### src/sorted_list_insert_delete_macros.svh
// ----------------------------------------------------------------------------
// Assertion macros
// Shared wrappers for the concurrent checks of the sorted list block.
// ----------------------------------------------------------------------------
`ifndef SORTED_LIST_INSERT_DELETE_MACROS_SVH
`define SORTED_LIST_INSERT_DELETE_MACROS_SVH

// Check a property on every rising edge outside reset
`define SLI_ASSERT(lbl, clk, rst_n, prop, msg) \
  lbl: assert property (@(posedge clk) disable iff (!rst_n) prop) else $error(msg);

// Check a property on every rising edge, reset included
`define SLI_ASSERT_ALWAYS(lbl, clk, prop, msg) \
  lbl: assert property (@(posedge clk) prop) else $error(msg);

`endif

### src/sli_pkg.sv
// ----------------------------------------------------------------------------
// sli_pkg
// Beat types and codes for the sorted list insert/delete block.
// ----------------------------------------------------------------------------
package sli_pkg;

  localparam int unsigned VAL_W   = 32;
  localparam int unsigned STAT_W  = 2;
  localparam int unsigned COUNT_W = 5;

  // Command codes
  localparam logic CMD_INSERT = 1'b0;
  localparam logic CMD_DELETE = 1'b1;

  // Status codes
  localparam logic [STAT_W-1:0] ST_DONE     = 2'd0;
  localparam logic [STAT_W-1:0] ST_FULL     = 2'd1;
  localparam logic [STAT_W-1:0] ST_NOTFOUND = 2'd2;

  typedef struct packed {
    logic                    command;
    logic signed [VAL_W-1:0] value;
  } in_item_t;

  typedef struct packed {
    logic [STAT_W-1:0]       status;
    logic [COUNT_W-1:0]      entry_count;
    logic signed [VAL_W-1:0] smallest;
    logic signed [VAL_W-1:0] largest;
  } out_item_t;

endpackage

### src/sli_mem.sv
// ----------------------------------------------------------------------------
// sli_mem
// Entry store: one write port, one read port with registered read data.
// ----------------------------------------------------------------------------
module sli_mem #(
  parameter int unsigned DEPTH = 16,
  parameter int unsigned AW    = 4
) (
  input  logic                            clk,
  input  logic                            we,
  input  logic [AW-1:0]                   waddr,
  input  logic signed [sli_pkg::VAL_W-1:0] wdata,
  input  logic                            re,
  input  logic [AW-1:0]                   raddr,
  output logic signed [sli_pkg::VAL_W-1:0] rdata
);

  logic signed [sli_pkg::VAL_W-1:0] mem [DEPTH];

  // Write port
  always_ff @(posedge clk) begin
    if (we) begin
      mem[waddr] <= wdata;
    end
  end

  // Read port, data held until the next read
  always_ff @(posedge clk) begin
    if (re) begin
      rdata <= mem[raddr];
    end
  end

endmodule

### src/sli_ctrl.sv
// ----------------------------------------------------------------------------
// sli_ctrl
// Sequencer walking the entry store with one shared comparator.
// ----------------------------------------------------------------------------
`include "sorted_list_insert_delete_macros.svh"

module sli_ctrl #(
  parameter int unsigned CAPACITY = 16,
  parameter int unsigned AW       = 4,
  parameter int unsigned CW       = 5
) (
  input  logic                             clk,
  input  logic                             rst_n,
  // input beat
  input  logic                             in_valid,
  output logic                             in_ready,
  input  sli_pkg::in_item_t                in_data,
  // result towards output register
  output logic                             res_valid,
  input  logic                             res_ready,
  output sli_pkg::out_item_t               res_data,
  // store port
  output logic                             mem_we,
  output logic [AW-1:0]                    mem_waddr,
  output logic signed [sli_pkg::VAL_W-1:0] mem_wdata,
  output logic                             mem_re,
  output logic [AW-1:0]                    mem_raddr,
  input  logic signed [sli_pkg::VAL_W-1:0] mem_rdata
);

  typedef enum logic [3:0] {
    S_IDLE,
    S_INS_RD,
    S_INS_CMP,
    S_INS_LAST,
    S_DEL_RD,
    S_DEL_CMP,
    S_FIN_LO,
    S_FIN_HI,
    S_DONE
  } state_t;

  state_t                           state_r, state_nxt;
  logic [CW-1:0]                    held_r, held_nxt;
  logic [AW-1:0]                    idx_r, idx_nxt;
  logic                             found_r, found_nxt;
  logic                             cmd_r, cmd_nxt;
  logic signed [sli_pkg::VAL_W-1:0] val_r, val_nxt;
  logic signed [sli_pkg::VAL_W-1:0] small_r, small_nxt;
  logic [sli_pkg::STAT_W-1:0]       status_r, status_nxt;

  logic [CW-1:0] held_m1;
  logic [AW-1:0] last_idx;
  logic          gt;
  logic          eq;
  logic          hit;
  logic          full;

  assign held_m1  = held_r - CW'(1);
  assign last_idx = held_m1[AW-1:0];
  assign full     = (held_r == CW'(CAPACITY));

  // Shared compare unit: stored entry against the operand
  assign gt  = (mem_rdata > val_r);
  assign eq  = (mem_rdata == val_r);
  assign hit = found_r | eq;

  assign in_ready  = (state_r == S_IDLE);
  assign res_valid = (state_r == S_DONE);

  // Result fields; empty list shows zero at both ends
  always_comb begin
    res_data.status      = status_r;
    res_data.entry_count = sli_pkg::COUNT_W'(held_r);
    res_data.smallest    = (held_r == '0) ? '0 : small_r;
    res_data.largest     = (held_r == '0) ? '0 : mem_rdata;
  end

  // Next state and store access
  always_comb begin
    state_nxt  = state_r;
    held_nxt   = held_r;
    idx_nxt    = idx_r;
    found_nxt  = found_r;
    cmd_nxt    = cmd_r;
    val_nxt    = val_r;
    small_nxt  = small_r;
    status_nxt = status_r;
    mem_we     = 1'b0;
    mem_waddr  = '0;
    mem_wdata  = val_r;
    mem_re     = 1'b0;
    mem_raddr  = '0;

    case (state_r)
      S_IDLE: begin
        if (in_valid) begin
          cmd_nxt    = in_data.command;
          val_nxt    = in_data.value;
          found_nxt  = 1'b0;
          status_nxt = sli_pkg::ST_DONE;
          if (in_data.command == sli_pkg::CMD_INSERT) begin
            if (full) begin
              status_nxt = sli_pkg::ST_FULL;
              state_nxt  = S_FIN_LO;
            end else if (held_r == '0) begin
              mem_we    = 1'b1;
              mem_wdata = in_data.value;
              held_nxt  = held_r + CW'(1);
              state_nxt = S_FIN_LO;
            end else begin
              idx_nxt   = last_idx;
              state_nxt = S_INS_RD;
            end
          end else begin
            if (held_r == '0) begin
              status_nxt = sli_pkg::ST_NOTFOUND;
              state_nxt  = S_FIN_LO;
            end else begin
              idx_nxt   = '0;
              state_nxt = S_DEL_RD;
            end
          end
        end
      end

      S_INS_RD: begin
        mem_re    = 1'b1;
        mem_raddr = idx_r;
        state_nxt = S_INS_CMP;
      end

      // Walk down from the tail, moving larger entries up one place
      S_INS_CMP: begin
        mem_we    = 1'b1;
        mem_waddr = idx_r + AW'(1);
        if (gt) begin
          mem_wdata = mem_rdata;
          if (idx_r == '0) begin
            state_nxt = S_INS_LAST;
          end else begin
            idx_nxt   = idx_r - AW'(1);
            state_nxt = S_INS_RD;
          end
        end else begin
          mem_wdata = val_r;
          held_nxt  = held_r + CW'(1);
          state_nxt = S_FIN_LO;
        end
      end

      S_INS_LAST: begin
        mem_we    = 1'b1;
        mem_waddr = '0;
        mem_wdata = val_r;
        held_nxt  = held_r + CW'(1);
        state_nxt = S_FIN_LO;
      end

      S_DEL_RD: begin
        mem_re    = 1'b1;
        mem_raddr = idx_r;
        state_nxt = S_DEL_CMP;
      end

      // Walk up from the head; after the first match, move entries down
      S_DEL_CMP: begin
        if (found_r) begin
          mem_we    = 1'b1;
          mem_waddr = idx_r - AW'(1);
          mem_wdata = mem_rdata;
        end
        if (idx_r == last_idx) begin
          if (hit) begin
            held_nxt = held_m1;
          end else begin
            status_nxt = sli_pkg::ST_NOTFOUND;
          end
          state_nxt = S_FIN_LO;
        end else begin
          found_nxt = hit;
          idx_nxt   = idx_r + AW'(1);
          state_nxt = S_DEL_RD;
        end
      end

      // Fetch head then tail for the result
      S_FIN_LO: begin
        mem_re    = 1'b1;
        mem_raddr = '0;
        state_nxt = S_FIN_HI;
      end

      S_FIN_HI: begin
        small_nxt = mem_rdata;
        mem_re    = 1'b1;
        mem_raddr = last_idx;
        state_nxt = S_DONE;
      end

      S_DONE: begin
        if (res_ready) begin
          state_nxt = S_IDLE;
        end
      end

      default: begin
        state_nxt = S_IDLE;
      end
    endcase
  end

  // State and registered fields
  always_ff @(posedge clk) begin
    if (!rst_n) begin
      state_r <= S_IDLE;
      held_r  <= '0;
      found_r <= 1'b0;
    end else begin
      state_r <= state_nxt;
      held_r  <= held_nxt;
      found_r <= found_nxt;
    end
    idx_r    <= idx_nxt;
    cmd_r    <= cmd_nxt;
    val_r    <= val_nxt;
    small_r  <= small_nxt;
    status_r <= status_nxt;
  end

  // Checks
  `SLI_ASSERT(a_held_bound, clk, rst_n, held_r <= CW'(CAPACITY), "entry count above capacity")
  `SLI_ASSERT(a_busy_after_accept, clk, rst_n, (in_valid && in_ready) |=> !in_ready, "accepted while busy")
  `SLI_ASSERT(a_held_step, clk, rst_n, (held_r != $past(held_r)) |-> ((held_r == $past(held_r) + CW'(1)) || (held_r == $past(held_r) - CW'(1))), "entry count moved by more than one")
  `SLI_ASSERT(a_full_status, clk, rst_n, (res_valid && (res_data.status == sli_pkg::ST_FULL)) |-> full, "full status with room left")
  `SLI_ASSERT(a_insert_grows, clk, rst_n, (res_valid && (cmd_r == sli_pkg::CMD_INSERT) && (status_r == sli_pkg::ST_DONE)) |-> (held_r != '0), "insert left list empty")

endmodule

### src/sorted_list_insert_delete.sv
// ----------------------------------------------------------------------------
// sorted_list_insert_delete
// Bounded ascending list of signed 32-bit values with insert and delete.
// ----------------------------------------------------------------------------
// An insert walks down from the tail, reading and then comparing each entry and
// moving each larger entry up a place until it finds the slot; a delete walks up
// from the head, reading and comparing each entry, and closes the gap behind the
// first match. The walk runs through an entry memory with one write port and one
// read port with registered read data, and two more reads fetch the head and tail
// for the result. A refused insert or an operation on an empty list skips the walk.
// No new beat is taken while an operation runs; a finished result waits in
// the output register and the next beat is accepted meanwhile.
// ----------------------------------------------------------------------------
module sorted_list_insert_delete #(
  parameter int unsigned CAPACITY = 16
) (
  input  logic               clk,
  input  logic               rst_n,
  input  logic               in_valid,
  output logic               in_ready,
  input  sli_pkg::in_item_t  in_data,
  output logic               out_valid,
  input  logic               out_ready,
  output sli_pkg::out_item_t out_data
);

  localparam int unsigned AW = (CAPACITY > 1) ? $clog2(CAPACITY) : 1;
  localparam int unsigned CW = $clog2(CAPACITY + 1);

  logic                             res_valid;
  logic                             res_ready;
  sli_pkg::out_item_t               res_data;
  logic                             mem_we;
  logic [AW-1:0]                    mem_waddr;
  logic signed [sli_pkg::VAL_W-1:0] mem_wdata;
  logic                             mem_re;
  logic [AW-1:0]                    mem_raddr;
  logic signed [sli_pkg::VAL_W-1:0] mem_rdata;

  logic               out_valid_r;
  sli_pkg::out_item_t out_data_r;

  sli_ctrl #(
    .CAPACITY (CAPACITY),
    .AW       (AW),
    .CW       (CW)
  ) u_ctrl (
    .clk       (clk),
    .rst_n     (rst_n),
    .in_valid  (in_valid),
    .in_ready  (in_ready),
    .in_data   (in_data),
    .res_valid (res_valid),
    .res_ready (res_ready),
    .res_data  (res_data),
    .mem_we    (mem_we),
    .mem_waddr (mem_waddr),
    .mem_wdata (mem_wdata),
    .mem_re    (mem_re),
    .mem_raddr (mem_raddr),
    .mem_rdata (mem_rdata)
  );

  sli_mem #(
    .DEPTH (CAPACITY),
    .AW    (AW)
  ) u_mem (
    .clk   (clk),
    .we    (mem_we),
    .waddr (mem_waddr),
    .wdata (mem_wdata),
    .re    (mem_re),
    .raddr (mem_raddr),
    .rdata (mem_rdata)
  );

  // Output register: takes a result when empty or being drained
  assign res_ready = !out_valid_r || out_ready;

  always_ff @(posedge clk) begin
    if (!rst_n) begin
      out_valid_r <= 1'b0;
    end else if (res_ready) begin
      out_valid_r <= res_valid;
    end
    if (res_valid && res_ready) begin
      out_data_r <= res_data;
    end
  end

  assign out_valid = out_valid_r;
  assign out_data  = out_data_r;

endmodule
### config.mk
export PLATFORM = sky130hd
export DESIGN_NAME = sorted_list_insert_delete
export DESIGN_NICKNAME = d
export VERILOG_FILES = /design/src/sli_pkg.sv /design/src/sli_mem.sv /design/src/sli_ctrl.sv /design/src/sorted_list_insert_delete.sv
export VERILOG_INCLUDE_DIRS = /design/src /design/src/src
export SDC_FILE = /design/constraint.sdc
export NUM_CORES = 1
export LEC_CHECK = 0
export ABC_CLOCK_PERIOD_IN_PS = 5900
export BUFFER_PORTS_ARGS = -buffer_cell sky130_fd_sc_hd__buf_2
export CELL_PAD_IN_SITES_DETAIL_PLACEMENT = 1
export CELL_PAD_IN_SITES_GLOBAL_PLACEMENT = 2
export CORE_MARGIN = 2
export CORE_UTILIZATION = 45
export DETAILED_ROUTE_END_ITERATION = 8
export PLACE_DENSITY_LB_ADDON = 0.1
export SLEW_MARGIN = 10
export SYNTH_ARGS = -nofsm -noshare
export SYNTH_HDL_FRONTEND = slang
export SYNTH_SLANG_ARGS = --single-unit
### constraint.sdc
create_clock -name clk -period 5.9 [get_ports clk]
set_input_delay 0.295 -clock clk [delete_from_list [all_inputs] [get_ports clk]]
set_output_delay 0.295 -clock clk [all_outputs]
set_load 0.02 [all_outputs]
### After elaboration in Yosys (flattened, before gate mapping)

Memory sizes are Yosys's and may differ from the RTL's. A register that Yosys moved wholly into a read port is not among the register bits.
Cells that the tools add are included.

* bitwise logic cells: 1
* order comparisons: 1
* add/subtract/negate cells: 4
* muxes and demuxes: 56
* reduce and logical (&&, ||, !) cells: 18
* equality and inequality tests: 25

Operators with widths (number)
* two-way mux 32 bit: 6
* case mux 32 bit (3 select lines): 1
* two-way mux 4 bit: 13
* case mux 4 bit (9 select lines): 1
* two-way mux 5 bit: 7
* equality test 32 bit: 1
* > comparator 32 bit: 1
* case mux 5 bit (4 select lines): 1
* equality test 4 x 3 -> 1 bit, second input constant: 4
* two-way mux 2 bit: 8
* != test 2 bit, second input constant: 8
* case mux 4 bit (2 select lines): 2
* case mux 4 bit (3 select lines): 1
* two-way mux 1 bit: 11
* != test 2 x 1 -> 1 bit, second input constant: 5
* equality test 4 x 2 -> 1 bit, second input constant: 2
* zero test 4 bit: 2
* AND reduction 8 bit: 1
* AND reduction 7 bit: 1
* two-way mux 3 bit: 2
* adder 5 x 1 -> 5 bit, second input constant: 1
* equality test 5 bit, second input constant: 1
* zero test 5 bit: 1
* subtractor 5 x 1 -> 5 bit, second input constant: 1
* other kinds (21): 23

* logic and storage cells: 118
* output and inout bits: 73
* bits in registers: 152
* RAM bits: 512
* memories kept: 1
* bits of input ports: 37

Memories
* u_mem.mem: depth 16, width 32, rd ports 1, clocked after memory_dff 1, write ports 1, RTL line sli_mem.sv:18 `logic signed [sli_pkg::VAL_W-1:0] mem [DEPTH];`

### Depth between registers and ports, before layout

Gate-level depths: netlist of the first run.

* depth in word-level cells: 8
* mapped depth: 13
* depth with buffers taken out: 9

### Modules after synthesis

Synthesis of the first run repeated with hierarchy kept, for this count alone.

* cell total of the unflattened synthesis: 1546
* area total of the unflattened synthesis: 28184.5 um2

Modules (own cells, without submodules)
* sli_mem: cells each 838, instances 1, area an instance 20155.6 um2
* sli_ctrl: cells each 632, instances 1, area an instance 5839.4 um2
* sorted_list_insert_delete: cells each 76, instances 1, area an instance 2189.6 um2

### Worst setup path before layout of the first run

Ideal clock, no wire load.

* kind: register to register
* start: reg u_ctrl.state_r[3]
* end: reg out_data_r (netlist bit out_data[0]) (enable)
* data required time: 5.391 ns
* arrival time: 4.209 ns
* buffers on the path: 1
* setup time: 0.509 ns
* slack: 1.182 ns
* cell stages (with the launch flop): 4
* cells stage by stage: dfxtp_1 buf_1 nor4b_1 nor2b_1

* cells in the longest elaborated chain, start to end: 2

Ends and longest elaborated chain
* start: declaration: RTL line sli_ctrl.sv:43 `state_t state_r, state_nxt;`
* start signal: assignment: RTL line sli_ctrl.sv:220 `state_r <= state_nxt;`
* equality test 4 bit: RTL line sli_ctrl.sv:69 `assign res_valid = (state_r == S_DONE);`
* logical AND 1 bit: RTL line sorted_list_insert_delete.sv:86 `if (res_valid && res_ready) begin`
* end signal: assignment: RTL line sorted_list_insert_delete.sv:87 `out_data_r <= res_data;`
* end: declaration: RTL line sorted_list_insert_delete.sv:41 `sli_pkg::out_item_t out_data_r;`

Every way passes these cells.
A chain may end at the register's enable or synchronous reset.

### Worst setup path after layout of the first run

* start: reg u_mem.rdata[31] in the netlist's numbering (read register of u_mem.mem)
* end: mem u_mem.mem[8][17] in the netlist's numbering, data pin

* cells in the longest elaborated chain, start to end: 3

Ends and longest elaborated chain
* start: declaration: RTL line sli_mem.sv:15 `output logic signed [sli_pkg::VAL_W-1:0] rdata`
* > comparator 32 bit: RTL line sli_ctrl.sv:64 `assign gt = (mem_rdata > val_r);`
* two-way mux 32 bit: RTL line sli_ctrl.sv:137 `if (gt) begin`
* case mux 32 bit (3 select lines): RTL line sli_ctrl.sv:95 `case (state_r)`
* named net mem_wdata (one bit): RTL line sorted_list_insert_delete.sv:35 `logic signed [sli_pkg::VAL_W-1:0] mem_wdata;`
* end: declaration: RTL line sli_mem.sv:18

The timed path passes the listed nets, and every way through them passes these cells.

==> results of run 1 <==
## logic make-up after synthesis
kind of cell / synth area share [%]
AOI/OAI and AO/OA: 3.56
xor gates and xnor gates: 0.383
adders and majority gates: 1.60
buffers and inverters: 1.68
DFF: 74.1
muxes: 14.0
and+or+nand+nor: 4.69
## layout by cell type (no fill, tap or decap), types with 7 or more instances in the layout
cell / netlist / routed
nand2b_1: 7 / 7
dfxtp_1: 11 / 11
clkbuf_1: 39 / 11
nand3_1: 7 / 7
nor2_4: 0 / 20
ha_1: 36 / 36
a221o_1: 29 / 29
and2_1: 29 / 29
nor2_1: 46 / 25
mux2i_1: 105 / 105
clkinv_1: 0 / 18
nor2b_1: 71 / 69
a21oi_1: 32 / 31
mux4_2: 128 / 128
inv_1: 41 / 40
o31ai_1: 7 / 7
dlygate4sd3_1: 0 / 34
clkbuf_16: 0 / 75
buf_2: 1 / 109
o21ai_0: 23 / 23
nand2_1: 33 / 33
buf_12: 0 / 13
clkinv_2: 0 / 9
edfxtp_1: 685 / 685
bufinv_16: 0 / 7
nand4_1: 12 / 12
buf_4: 0 / 29
## layer usage
metal | track usage [%] | routed length, um | vias to the layer above
li1 | - | - | 6302
met1 | 34.4 | 33200 | 7919
met2 | 38.3 | 36000 | 457
met3 | 3.60 | 4100 | 109
met4 | 6.74 | 1570 | 2
met5 | 0 | 13 | -
## final cells by class
| cell class | instances | area, sq um | share of cell area [%] |
|---|---|---|---|
| clock buffer | 86 | 1920 | 5.88 |
| clock inverter | 40 | 374 | 1.15 |
| inverter | 41 | 154 | 0.471 |
| multi-input combinational | 652 | 7000 | 21.4 |
| sequential | 696 | 20800 | 63.7 |
| tap | 837 | 1050 | 3.21 |
| timing repair buffer | 185 | 1360 | 4.18 |
## final timing paths
| kind | startpoint | end | slack [ns] | cells after the start |
|---|---|---|---|---|
| hold reg to reg | u_ctrl.status_r[0] | out_data[69] | 0.42 | 0 |
| setup / recovery | u_mem.rdata[31] | u_mem.mem[8][17] | 1.12 | 9 |
| setup reg to reg | u_mem.rdata[31] | u_mem.mem[8][17] | 1.12 | 9 |
| hold / removal | in_valid | u_ctrl.state_r[3] | 0.07 | 3 |
## worst max-delay path, stage by stage, from the launching register on
cell	delay, ns
edfxtp_1	0.44
ha_1	0.52
nand4_2	0.19
nor2_1	0.22
nand4_1	0.26
a41oi_1	0.85
a211oi_1	0.13
or4b_1	0.88
buf_4	0.35
a221o_1	0.59
## stage by stage
stage          total power, mW  utilization, %  std cells
3_3_place_gp              13.3            48.6       2376
2_1_floorplan             11.3               -       1463
6_report                  17.9            52.9       2537
5_1_grt                   18.7            52.9       2537
4_1_cts                   18.0            52.9       2537
3_5_place_dp              13.5            48.6       2377
## registers in the layout, indices dropped and copies added (netlist names), 4 cells and up
register and cells:
u_mem.mem 512, out_data 71, u_ctrl.small_r 32, u_ctrl.val_r 32, u_mem.rdata 32, u_ctrl.held_r 5
u_ctrl.idx_r 4, u_ctrl.state_r 4
## report_power, final
part	switching [mW]	leakage, nW	internal (mW)
sequential	0.373	6.34	7.18
combinational	3.66	3.15	2.14
clock	1.88	1.12	2.62
total	5.91	10.6	11.9
==> key figures, run 1 <==
Run status
  – Status: completed

Hold path
  – Worst min path class: input port to flop

GRT
  – Largest net degree at the start of global routing: 66
  – Total track usage: 24.0%
  – First-pass GRT wire length: 109 mm
  – Global route total overflow: 0
  – Vias in the first global route: 15500
  – Antenna violations before repair: 4

Synthesis
  – Post-synthesis instance total: 1463
  – Ys Warns: 0
  – FFs w/ async S/R, synth: 0%
  – Post-synthesis area per instance: 19.2 sq um
  – Post-synthesis cell type with the largest combined area: edfxtp_1
  – Synthesized cell area: 28100 sq um
  – Top FF cell, synth: edfxtp_1
  – Synth unique cells: 62
  – Most common cell in the synthesized netlist: edfxtp_1
  – Syn Nets: 1536
  – Share of the synthesized area in the top cell type: 73.3%
  – Post-synthesis register bit count: 696
  – Post-synth top cells: edfxtp_1, mux4_2, mux2i_1
  – Leading post-synthesis cells by cell area: edfxtp_1, mux4_2, mux2i_1
  – Post-synth EDFFs: 685
  – Seq/Total Area, Yosys: 74.1%

Routing
  – Drt pass-1 iters: 5
  – Routed len/inst: 29.5 um
  – Avg Vias per Cell: 5.83
  – Via count: 14800
  – Routed WL: 74.9 mm
  – 1st-iter DRT viols: 1254
  – DRT antenna net count: 0
  – # DRC: 0

Floorplan
  – IO Pins: 110
  – Site row count: 91
  – Core ar.: 61700 sq um
  – Die area: 64400 sq um
  – Die W: 254 um
  – Die Y: 254 um
  – Initial core utilization: 45.5%

Worst setup path
  – Worst Path Arrival: 5.05 ns
  – CP Max Fanout: 16
  – Crit start category: flop
  – Critical path class: flop to flop
  – Crit path capture type: flop
  – Worst Path Required: 6.16 ns

CTS
  – TritonCTS clock tree: built
  – Setup Fix Bufs, Post-CTS: 0
  – Root Driver: clkbuf_16
  – Deepest clock path buffer count: 3
  – CTS resizes: 0
  – H-tree Lvls: 3
  – Clock latency on the worst-skew pair: 0.62 ns
  – Hold buffers post-CTS: 34
  – CTS sink count: 696
  – Clock slew at reported path FFs: 0.06 ns
  – Total CTS buffers: 73

Place
  – Detailed placer's ending HPWL: 43.8 mm
  – DP Area: 30000 sq um
  – Port bufs: 109
  – Pre-CTS setup slack: 1.18 ns
  – GPL Wtd Cong: 0.768

Timing
  – Final worst setup slack: 1.12 ns
  – Setup-failing EPs final: 0
  – Final period util: 81.1%
  – Fin crit period: 4.78 ns
  – Fmax: 0.209 GHz
  – Slew margin rel.: 19.0%
  – RSZ-0062 raised after global routing: no
  – Total negative slack: 0 ns
  – Slew Viols, Final: 0
  – Skew final: 0.0275 ns
  – Measured slew at the worst slew-check pin: 1.21 ns
  – WHS: 0.0738 ns
  – Final hold vios: 0

Pwr
  – PwrDens: 547 nW/um^2
  – Peak supply drop: 0.000267 V
  – Leakage dissipation: 10.6 nW

Layout
  – Final nets: 1722
  – Post-route cell area: 32600 sq um
  – FILL cells: 5514
  – Layout overhead on the synthesized area: 16.3%
  – Layout cell share with drive strength beyond 1: 24.3%
  – # diodes: 0

Job
  – Max Cap Viol: 0
No activity file was read; power rests on OpenSTA's default activity.
==> inputs of run 2 (changes only) <==
--- a/config.mk
+++ b/config.mk
@@ -6,12 +6,12 @@
 export SDC_FILE = /design/constraint.sdc
 export NUM_CORES = 1
 export LEC_CHECK = 0
-export ABC_CLOCK_PERIOD_IN_PS = 5900
+export ABC_CLOCK_PERIOD_IN_PS = 4150
 export BUFFER_PORTS_ARGS = -buffer_cell sky130_fd_sc_hd__buf_2
 export CELL_PAD_IN_SITES_DETAIL_PLACEMENT = 1
 export CELL_PAD_IN_SITES_GLOBAL_PLACEMENT = 2
 export CORE_MARGIN = 2
-export CORE_UTILIZATION = 45
+export CORE_UTILIZATION = 43
 export DETAILED_ROUTE_END_ITERATION = 8
 export PLACE_DENSITY_LB_ADDON = 0.1
 export SLEW_MARGIN = 10
==> constraint.sdc (replaced) <==
create_clock -name clk -period 4.15 [get_ports clk]
set_input_delay 0.2075 -clock clk [delete_from_list [all_inputs] [get_ports clk]]
set_output_delay 0.2075 -clock clk [all_outputs]
set_load 0.02 [all_outputs]
==> run 2 against run 1 <==
Compared with the run above:
- hold slack lost 0.028 ns
- wire length shrank 1.2%
- clock skew shrank 0.0030 ns
- critical endpoint is now u_mem.mem[4][13]
- largest power group unchanged
==> key figures, run 2 (synthesized netlist as in run 1, its figures left out) <==
CTS
  – CTS sink count: 696 (unchanged)
  – Total CTS buffers: 75 (+2.7%)
  – TritonCTS clock tree: built
  – H-tree Lvls: 3 (unchanged)
  – Clock slew at reported path FFs: 0.06 ns (about the same)
  – Clock latency on the worst-skew pair: 0.62 ns (about the same)
  – Root Driver: clkbuf_16
  – Setup Fix Bufs, Post-CTS: 0 (unchanged)
  – Deepest clock path buffer count: 3 (unchanged)

Floorplan
  – Die area: 67300 sq um (+4.6%)
  – IO Pins: 110 (unchanged)
  – Die W: 259 um (+2.3%)
  – Die Y: 259 um (+2.3%)
  – Site row count: 93 (+2.2%)
  – Core ar.: 64500 sq um (+4.5%)
  – Initial core utilization: 43.5% (-1.9 points)

Hold path
  – Worst min path class: input port to flop
  – Hold Crit Endpoint: u_ctrl.status_r[1]
  – Hold path start: in_data[32]
  – Hold depth: 3 (unchanged)

GRT
  – Global route total overflow: 0 (unchanged)
  – Vias in the first global route: 15200 (-2.2%)
  – Busiest grt layer: met2
  – Largest net degree at the start of global routing: 75 (+14%)
  – Total track usage: 22.4% (-1.5 points)
  – First-pass GRT wire length: 107 mm (-2.1%)
  – GR Util met3: 3.24% (-0.35 points)
  – GR Layer Usage met2: 36.4% (-2.0 points)
  – Antenna violations before repair: 1 (-3)
  – GRT met1 Usage: 31.8% (-2.6 points)

Pwr
  – Leakage dissipation: 10.9 nW (+2.8%)
  – Peak supply drop: 0.000444 V (+66%)
  – Total power: 25.7 mW (+44%)
  – PwrDens: 773 nW/um^2 (+41%)

Timing
  – WHS: 0.0459 ns (-0.0280 ns)
  – Slew margin rel.: 25.2% (+6.3 points)
  – Setup-failing EPs final: 0 (unchanged)
  – Final worst setup slack: 0.148 ns (-0.969 ns)
  – Fin crit period: 4.00 ns (-0.781 ns)
  – Total negative slack: 0 ns (unchanged)
  – Final period util: 96.4% (+15 points)
  – Final hold vios: 0 (unchanged)
  – Skew final: 0.0246 ns (-0.00297 ns)
  – Fmax: 0.250 GHz (+20%)
  – RSZ-0062 raised after global routing: no
  – Slew Viols, Final: 0 (unchanged)
  – Measured slew at the worst slew-check pin: 1.12 ns (-0.0939 ns)

Worst setup path
  – Worst path cell trace: ha_1, nand4_1, or2_2, a211o_1, a32oi_1, a211oi_1, or4b_1, buf_12, a221o_1
  – Crit start category: flop
  – CP Max Fanout: 28 (+12)
  – Worst r2r src: u_mem.rdata[14]
  – Worst r2r path cells: 9 (unchanged)
  – Crit path capture type: flop
  – R2R Path End: u_mem.mem[4][13]
  – Worst Path Required: 4.41 ns (-1.75 ns)
  – Critical path class: flop to flop
  – Slowest-stage cell, CP: or4b_1
  – Worst Path Arrival: 4.27 ns (-0.78 ns)
  – FF-to-FF setup slack: 0.15 ns (-0.97 ns)
  – Max incr delay on CP: 0.60 ns (-0.28 ns)

Routing
  – Via count: 14700 (-0.56%)
  – Drt pass-1 iters: 5 (unchanged)
  – Routed WL: 74.0 mm (-1.2%)
  – Avg Vias per Cell: 5.65 (-3.0%)
  – # DRC: 0 (unchanged)
  – 1st-iter DRT viols: 1354 (+8.0%)
  – DRT antenna net count: 0 (unchanged)
  – Routed len/inst: 28.5 um (-3.6%)

Layout
  – Most frequent cells in the layout: edfxtp_1, mux4_2, buf_2
  – Reg with most FFs: u_mem.mem
  – Max FFs per register: 512 (unchanged)
  – Layout overhead on the synthesized area: 18.4%
  – Post-layout util: 51.5% (-1.4 points)
  – FILL cells: 5872 (+6.5%)
  – Commonest non-fill, non-tap cell in the layout: edfxtp_1
  – Final nets: 1762 (+2.3%)
  – Layout cell share with drive strength beyond 1: 26.3% (+2.1 points)

Job
  – Max Cap Viol: 0 (unchanged)

Place
  – GPL Wtd Cong: 0.771 (+0.36%)
  – Port bufs: 109 (unchanged)
  – Pre-CTS setup slack: 0.175 ns (-1.01 ns)
  – Detailed placer's ending HPWL: 43.2 mm (-1.4%)

Run status
  – Status: completed
run 2: changes by cell type in the layout (fill, tap and decap cells not counted), sizes merged:
cell / before / now
buf: 151 / 187
clkbuf: 86 / 88
clkinv: 29 / 33
clkinvlp: 1 / 3
diode: 0 / 1
dlygate4sd3: 34 / 36
run 2: per-stage QoR:
step	cells	area, sq um
floorplan	1463	28100
global placement	2431	30400
detailed placement	2431	30400
CTS	2601	33200
global route	2601	33200
finish	2602	33200
run 2: worst max-delay path by stage:
stage	to	slack [ns]	start
after floorplan	u_mem.mem[8][0]	0.25	u_ctrl.state_r[2]
after global placement	u_mem.mem[4][25]	0.33	u_mem.rdata[15]
after detailed placement	u_mem.mem[6][18]	0.18	u_mem.rdata[15]
after CTS	u_mem.mem[12][13]	0.15	u_mem.rdata[15]
after global routing	u_mem.mem[4][13]	0.006	u_ctrl.val_r[15]
final	u_mem.mem[4][13]	0.15	u_mem.rdata[14]
run 2: cell type report:
type                    instances  area, sq um  area share [%]
repair buffers                223         1800            5.43
inverters                      41          154           0.463
multi-input cells             652         6990            21.0
clock inverters                46          449            1.35
well taps                     855         1070            3.22
clock buffers                  88         1970            5.92
diodes                          1         2.50         0.00753
flip-flops and latches        696        20800            62.6
run 2: repair_timing:
item | CTS | global route
resized for setup | 0 | 0
endpoints found under the hold margin | 39 | 0
hold buffers | 36 | 0
endpoints found under the setup margin | 0 | 0
run 2: power by group:
part / leakage, nW / switching, mW / internal (mW) / total (mW)
Combinational: 3.38 / 5.23 / 3.25 / 8.48
Clock: 1.18 / 2.74 / 3.84 / 6.58
Sequential: 6.34 / 0.422 / 10.2 / 10.6
run 2: worst max-delay path: cells and delay by family (launching register included):
family                     cells  cell delay (ns)
DFF                            1             0.41
AOI/OAI and AO/OA              4             1.32
buffers and inverters          1             0.23
adders and majority gates      1             0.33
and+or+nand+nor                3             1.34
run 2: layer usage:
layer / wire length [um] / part of all wire [%] / vias up
met3: 3750 / 5.1 / 113
met4: 1580 / 2.1 / 2
li1: - / - / 6381
met2: 36000 / 49 / 409
met1: 32600 / 44 / 7801
met5: 13 / 0.018 / -
